<file path="config.mk">
export PLATFORM = sky130hd
export DESIGN_NAME = dep_ctrl
export DESIGN_NICKNAME = d
export VERILOG_FILES = /design/src/rtl/dep_pkg.sv /design/src/rtl/dep_ctrl.sv
export SDC_FILE = /design/constraint.sdc
export NUM_CORES = 1
export LEC_CHECK = 0
export BUFFER_PORTS_ARGS = -buffer_cell sky130_fd_sc_hd__buf_2
export CAP_MARGIN = 20
export CORE_ASPECT_RATIO = 1.1
export CORE_UTILIZATION = 40
export CTS_CLUSTER_SIZE = 10
export DETAILED_ROUTE_END_ITERATION = 7
export HOLD_SLACK_MARGIN = 0.08
export PLACE_DENSITY_LB_ADDON = 0.15
export REMOVE_ABC_BUFFERS = 1
export SLEW_MARGIN = 30
export SYNTH_ARGS = -nofsm -noshare
export SYNTH_HDL_FRONTEND = slang
export SYNTH_SLANG_ARGS = --single-unit
</file>
<file path="constraint.sdc">
create_clock -name clk -period 3.1 [get_ports clk]
set_clock_uncertainty 0.15 [all_clocks]
set_input_delay 0.465 -clock clk [delete_from_list [all_inputs] [get_ports clk]]
set_output_delay 0.465 -clock clk [all_outputs]
set_load 0.1 [all_outputs]
</file>
<file path="src/rtl/dep_pkg.sv">
// ----------------------------------------------------------------------------
// dep_pkg
// Shared types and codes for the double-ended priority queue unit.
// ----------------------------------------------------------------------------
package dep_pkg;

  localparam int CFG_W = 11;
  localparam logic [CFG_W-1:0] CAP_RESET = 11'd1024;

  // Item actions
  localparam logic [1:0] ACT_INSERT  = 2'd0;
  localparam logic [1:0] ACT_REM_MIN = 2'd1;
  localparam logic [1:0] ACT_REM_MAX = 2'd2;

  // Result status
  localparam logic [1:0] ST_OK    = 2'd0;
  localparam logic [1:0] ST_FULL  = 2'd1;
  localparam logic [1:0] ST_EMPTY = 2'd2;

  // Datapath register operations
  typedef logic [3:0] op_t;
  localparam op_t OP_NONE    = 4'd0;
  localparam op_t OP_ACCEPT  = 4'd1;
  localparam op_t OP_INS0    = 4'd2;
  localparam op_t OP_INS1    = 4'd3;
  localparam op_t OP_UP      = 4'd4;
  localparam op_t OP_CHL     = 4'd5;
  localparam op_t OP_CHR     = 4'd6;
  localparam op_t OP_DN      = 4'd7;
  localparam op_t OP_REMH    = 4'd8;
  localparam op_t OP_ROOT    = 4'd9;
  localparam op_t OP_LOAD    = 4'd10;
  localparam op_t OP_SWAPH   = 4'd11;
  localparam op_t OP_CNT_INC = 4'd12;
  localparam op_t OP_CNT_DEC = 4'd13;

  // Read address select
  typedef logic [2:0] ra_t;
  localparam ra_t RA_NONE   = 3'd0;
  localparam ra_t RA_PARENT = 3'd1;
  localparam ra_t RA_LEFT   = 3'd2;
  localparam ra_t RA_RIGHT  = 3'd3;
  localparam ra_t RA_ROOT   = 3'd4;
  localparam ra_t RA_LAST   = 3'd5;

  // Write source select
  typedef logic [1:0] wr_t;
  localparam wr_t WR_NONE  = 2'd0;
  localparam wr_t WR_MOVE  = 2'd1;
  localparam wr_t WR_CHILD = 2'd2;
  localparam wr_t WR_PLACE = 2'd3;

  typedef struct packed {
    op_t        op;
    ra_t        rd;
    wr_t        wr;
    logic       set_stat;
    logic [1:0] stat;
    logic       emit;
  } dep_cmd_t;

  typedef struct packed {
    logic [1:0] action;
    logic       full;
    logic       empty;
    logic       i_zero;
    logic       up_wins;
    logic       l_lt_m;
    logic       r_lt_m;
    logic       r_better;
    logic       v_wins_c;
    logic       at_last;
  } dep_sts_t;

endpackage

</file>
<file path="src/rtl/dep_ctrl.sv">
// ----------------------------------------------------------------------------
// dep_ctrl
// Sequencer: decodes an item and steps the datapath through the sifts.
// ----------------------------------------------------------------------------
module dep_ctrl (
  input  logic              clk,
  input  logic              rst_n,
  input  logic              in_valid,
  output logic              in_ready,
  output logic              out_valid,
  input  logic              out_ready,
  input  dep_pkg::dep_sts_t sts,
  output dep_pkg::dep_cmd_t cmd
);
  import dep_pkg::*;

  localparam logic [3:0] S_IDLE     = 4'd0;
  localparam logic [3:0] S_DECODE   = 4'd1;
  localparam logic [3:0] S_REM_ROOT = 4'd2;
  localparam logic [3:0] S_RM_BEGIN = 4'd3;
  localparam logic [3:0] S_RM_LOAD  = 4'd4;
  localparam logic [3:0] S_UP       = 4'd5;
  localparam logic [3:0] S_UP_CMP   = 4'd6;
  localparam logic [3:0] S_DOWN     = 4'd7;
  localparam logic [3:0] S_DN_L     = 4'd8;
  localparam logic [3:0] S_DN_R     = 4'd9;
  localparam logic [3:0] S_DN_CMP   = 4'd10;
  localparam logic [3:0] S_PLACE    = 4'd11;
  localparam logic [3:0] S_DONE     = 4'd12;

  localparam logic [1:0] PH_INS0 = 2'd0;
  localparam logic [1:0] PH_INS1 = 2'd1;
  localparam logic [1:0] PH_REM0 = 2'd2;
  localparam logic [1:0] PH_REM1 = 2'd3;

  logic [3:0] state_r, state_nxt;
  logic [1:0] phase_r, phase_nxt;
  logic       moved_r, moved_nxt;
  logic       out_valid_r, out_valid_nxt;
  logic       stop_up;

  assign in_ready  = (state_r == S_IDLE);
  assign out_valid = out_valid_r;
  // an insert never sifts down; a removal sifts down only if it did not climb
  assign stop_up   = moved_r || (phase_r == PH_INS0) || (phase_r == PH_INS1);

  always_comb begin
    cmd          = '0;
    cmd.op       = OP_NONE;
    cmd.rd       = RA_NONE;
    cmd.wr       = WR_NONE;
    state_nxt    = state_r;
    phase_nxt    = phase_r;
    moved_nxt    = moved_r;
    unique case (state_r)
      S_IDLE: begin
        if (in_valid) begin
          cmd.op    = OP_ACCEPT;
          state_nxt = S_DECODE;
        end
      end
      S_DECODE: begin
        cmd.set_stat = 1'b1;
        cmd.stat     = ST_OK;
        priority if (sts.action == ACT_INSERT) begin
          if (sts.full) begin
            cmd.stat  = ST_FULL;
            state_nxt = S_DONE;
          end else begin
            cmd.op    = OP_INS0;
            phase_nxt = PH_INS0;
            moved_nxt = 1'b0;
            state_nxt = S_UP;
          end
        end else if (sts.action == ACT_REM_MIN || sts.action == ACT_REM_MAX) begin
          if (sts.empty) begin
            cmd.stat  = ST_EMPTY;
            state_nxt = S_DONE;
          end else begin
            cmd.op    = OP_REMH;
            cmd.rd    = RA_ROOT;
            phase_nxt = PH_REM0;
            state_nxt = S_REM_ROOT;
          end
        end else begin
          state_nxt = S_DONE;
        end
      end
      S_REM_ROOT: begin
        cmd.op    = OP_ROOT;
        state_nxt = S_RM_BEGIN;
      end
      S_RM_BEGIN: begin
        if (sts.at_last) begin
          // deleting the last entry needs no repair
          if (phase_r == PH_REM0) begin
            cmd.op    = OP_SWAPH;
            phase_nxt = PH_REM1;
          end else begin
            cmd.op    = OP_CNT_DEC;
            state_nxt = S_DONE;
          end
        end else begin
          cmd.rd    = RA_LAST;
          state_nxt = S_RM_LOAD;
        end
      end
      S_RM_LOAD: begin
        cmd.op    = OP_LOAD;
        moved_nxt = 1'b0;
        state_nxt = S_UP;
      end
      S_UP: begin
        if (sts.i_zero) begin
          state_nxt = stop_up ? S_PLACE : S_DOWN;
        end else begin
          cmd.rd    = RA_PARENT;
          state_nxt = S_UP_CMP;
        end
      end
      S_UP_CMP: begin
        if (sts.up_wins) begin
          cmd.wr    = WR_MOVE;
          cmd.op    = OP_UP;
          moved_nxt = 1'b1;
          state_nxt = S_UP;
        end else begin
          state_nxt = stop_up ? S_PLACE : S_DOWN;
        end
      end
      S_DOWN: begin
        if (sts.l_lt_m) begin
          cmd.rd    = RA_LEFT;
          state_nxt = S_DN_L;
        end else begin
          state_nxt = S_PLACE;
        end
      end
      S_DN_L: begin
        cmd.op = OP_CHL;
        if (sts.r_lt_m) begin
          cmd.rd    = RA_RIGHT;
          state_nxt = S_DN_R;
        end else begin
          state_nxt = S_DN_CMP;
        end
      end
      S_DN_R: begin
        cmd.op    = OP_CHR;
        state_nxt = S_DN_CMP;
      end
      S_DN_CMP: begin
        if (sts.v_wins_c) begin
          state_nxt = S_PLACE;
        end else begin
          cmd.wr    = WR_CHILD;
          cmd.op    = OP_DN;
          state_nxt = S_DOWN;
        end
      end
      S_PLACE: begin
        cmd.wr = WR_PLACE;
        unique case (phase_r)
          PH_INS0: begin
            cmd.op    = OP_INS1;
            phase_nxt = PH_INS1;
            moved_nxt = 1'b0;
            state_nxt = S_UP;
          end
          PH_INS1: begin
            cmd.op    = OP_CNT_INC;
            state_nxt = S_DONE;
          end
          PH_REM0: begin
            cmd.op    = OP_SWAPH;
            phase_nxt = PH_REM1;
            state_nxt = S_RM_BEGIN;
          end
          default: begin
            cmd.op    = OP_CNT_DEC;
            state_nxt = S_DONE;
          end
        endcase
      end
      S_DONE: begin
        // hold until the output register is free
        if (!out_valid_r || out_ready) begin
          cmd.emit  = 1'b1;
          state_nxt = S_IDLE;
        end
      end
      default: begin
        state_nxt = S_IDLE;
      end
    endcase
  end

  always_comb begin
    out_valid_nxt = out_valid_r;
    if (cmd.emit) begin
      out_valid_nxt = 1'b1;
    end else if (out_ready) begin
      out_valid_nxt = 1'b0;
    end
  end

  always_ff @(posedge clk) begin
    if (!rst_n) begin
      state_r     <= S_IDLE;
      phase_r     <= PH_INS0;
      moved_r     <= 1'b0;
      out_valid_r <= 1'b0;
    end else begin
      state_r     <= state_nxt;
      phase_r     <= phase_nxt;
      moved_r     <= moved_nxt;
      out_valid_r <= out_valid_nxt;
    end
  end

endmodule

</file>
==> impl_metrics.csv <==
group,metric,value,unit
floorplan,chipWidth,52.62,um
yosys,syn_area_per_cell,6.874,sq um
worst_setup_path,startpoint_type,"flip-flop",
yosys,async_flop_share,0,
yosys,synth_simple_gate_area_frac,0.3829,
outcome,status,"completed",
yosys,yosysWarnings,0,
clock_tree,htreeDepth,1,
yosys,synth_area,1127,sq um
timing,max_freq,354.2,MHz
cells_and_area,areaGrowthSynthToFinish,15.09,%
timing,period_share,0.9107,
route,drtAntennaViolNets,0,
cells_and_area,diodes,0,
yosys,postSynthCellCount,164,
cells_and_area,design_area,1297,sq um
clock_tree,path_clk_slew,0.05,ns
global_route,grt_pass1_wl,5299,um
min_path,hp-start,"rst_n",
cells_and_area,final_common_cell,"buf_2",
min_path,hold_class,"in -> reg",
route,top_layer_used,"met4",
worst_setup_path,cp_data_arrival_time,2.21,ns
route,drc_errors,0,
clock_tree,cts.sinks,8,
floorplan,die-height,57.68,um
global_route,grt_usage,0.2271,
clock_tree,insertion_delay,0.25,ns
yosys,synth-seq-cells,8,
timing,hold_violations,0,
clock_tree,cts_tree,"built",
timing,slew_viol_final,0,
worst_setup_path,crit_fanout,17,
cells_and_area,drive_above_1_share,0.2540,
clock_tree,clock-root-buffer,"clkbuf_4",
clock_tree,cts_hold_buffers,0,
route,firstDrtPassIters,4,
route,viasPerCell,5.877,
route,wl_met2,1510,um
job,maxCapViolCount,0,
floorplan,row_count,19,
timing,finalCriticalPeriod,2.823,ns
yosys,synth_fa_ha_area_frac,0.02220,
yosys,synth_compound_area_frac,0.3208,
route,num_vias,1293,
worst_setup_path,r2r-start,"state_r[2]",
global_route,grt_overflow,0,
route,drtIter0Drc,55,
global_route,grt_pass1_vias,1196,
clock_tree,ctsResizeCount,0,
route,wirelength_met1,1420,um
timing,rsz0062_at_grt,"false",
route,routed_wl,3188,um
worst_setup_path,crit_required,2.48,ns
worst_setup_path,crit_type,"reg -> out",
cells_and_area,fin_nets,208,
global_route,grt_max_degree,23,
route,wl_per_cell,14.49,um
floorplan,start_util,0.4351,
clock_tree,cts_setup_buffers,0,
yosys,synthXorXnorAreaFrac,0.007769,
clock_tree,ctsLongestPathBuffers,2,
placed_design,hpwlAfterDp,2461,um
yosys,synth_cell_types,52,
floorplan,io_pins,30,
worst_setup_path,cp-end-kind,"primary output",
worst_setup_path,startpoint,"state_r[1]",
yosys,ys.flop_type,"dfxtp_1",
clock_tree,cts_buffers,3,
global_route,antenna_found_initial,0,
placed_design,place_congestion,0.9326,
yosys,synth_top_family_by_area,"simple AND/OR/NAND/NOR gates",
placed_design,io_buffers,28,
floorplan,core_area,2591,sq um
timing,relSlewSlack,0.5602,
timing,setup-violations-final,0,
placed_design,dpl_cell_area,1275,sq um
yosys,synth.area.mux_share,0.02664,
floorplan,die_area,3035,sq um
cells_and_area,final_cell_mix,"28 x buf_2, 20 x a21oi_1, 14 x nand2_1, 12 x nor2_1, 11 x nand2b_1",
timing,worst_slew_pin_slew,0.6588,ns
yosys,synth_edf_count,0,
route,met3_length,225,um
yosys,yosysSeqAreaShare,0.1421,
## synth_stat cells (2+ instances only)
| cell type | instances | area [sq um] |
|---|---|---|
| a211oi_1 | 3 | 22.52 |
| a21o_1 | 2 | 15.01 |
| a21oi_1 | 20 | 100.1 |
| a31oi_1 | 3 | 18.77 |
| and3_1 | 4 | 25.02 |
| buf_2 | 7 | 35.03 |
| buf_4 | 4 | 30.03 |
| dfxtp_1 | 8 | 160.2 |
| ha_1 | 2 | 25.02 |
| inv_1 | 8 | 30.03 |
| mux2i_1 | 3 | 30.03 |
| nand2_1 | 14 | 52.55 |
| nand2b_1 | 11 | 68.82 |
| nand3_1 | 4 | 20.02 |
| nand3b_1 | 2 | 15.01 |
| nand4_1 | 3 | 18.77 |
| nor2_1 | 12 | 45.04 |
| nor2b_1 | 4 | 25.02 |
| nor2b_2 | 2 | 17.52 |
| nor3_1 | 5 | 25.02 |
| nor4_1 | 2 | 12.51 |
| o21ai_0 | 5 | 25.02 |
| o22ai_1 | 4 | 25.02 |
| o31ai_1 | 2 | 15.01 |
| o32a_1 | 2 | 20.02 |
| o32ai_1 | 2 | 17.52 |
## stage by stage
step / TNS (ns) / utilization / std cells / setup slack [ns] / hold slack (ns)
floorplan: -8.594 / - / 152 / -1.585 / 0.3268
global placement: 0 / 0.4920 / 217 / 0.4882 / 0.3461
detailed placement: 0 / 0.4920 / 217 / 0.4327 / 0.3588
CTS: 0 / 0.5007 / 220 / 0.2886 / 0.3499
global route: 0 / 0.5007 / 220 / 0.1687 / 0.3511
finish: 0 / 0.5007 / 220 / 0.2768 / 0.3481
## worst paths after layout
path	to	slack, ns	cells past startpoint
worst max-delay path	cmd[10]	0.28	5
worst min-delay path	state_r[1]	0.35	2
worst max register to register	state_r[3]	1.08	5
worst min register to register	moved_r	0.36	2
## registers in the layout, summed over array words and instances, names as in the netlist
register and cells:
phase_r 2, state_r 4, out_valid 1, moved_r 1
## cells by family (layout without fill, tap and decap cells)
family	after synthesis	after routing
mux	3	3
simple gates	75	75
xor+xnor	1	1
compound gates	54	54
buf+inv	21	46
fa+ha+maj	2	2
flops	8	8
## metal layers
metal | track usage | up-vias
li1 | - | 658
met1 | 0.3199 | 580
met2 | 0.3653 | 51
met3 | 0.02362 | 4
met4 | 0.06015 | 0
met5 | 0 | -
## area by class of cell
class	count	area [sq um]
Clock buffer	3	22.52
Fill cell	280	1294
Inverter	9	33.78
Multi-Input combinational cell	135	857.1
Sequential cell	8	160.2
Tap cell	31	38.79
Timing Repair Buffer	34	185.2
## worst max-delay path, stage by stage (launching register included)
cell	delay (ns)
dfxtp_1	0.71
nor2b_2	0.35
and3_1	0.22
nor3_1	0.06
o22ai_1	0.16
buf_2	0.46
Power is left out: the tool's default activity adds up to more than one toggle a clock period on the data nets, which glitch-free logic cannot reach.
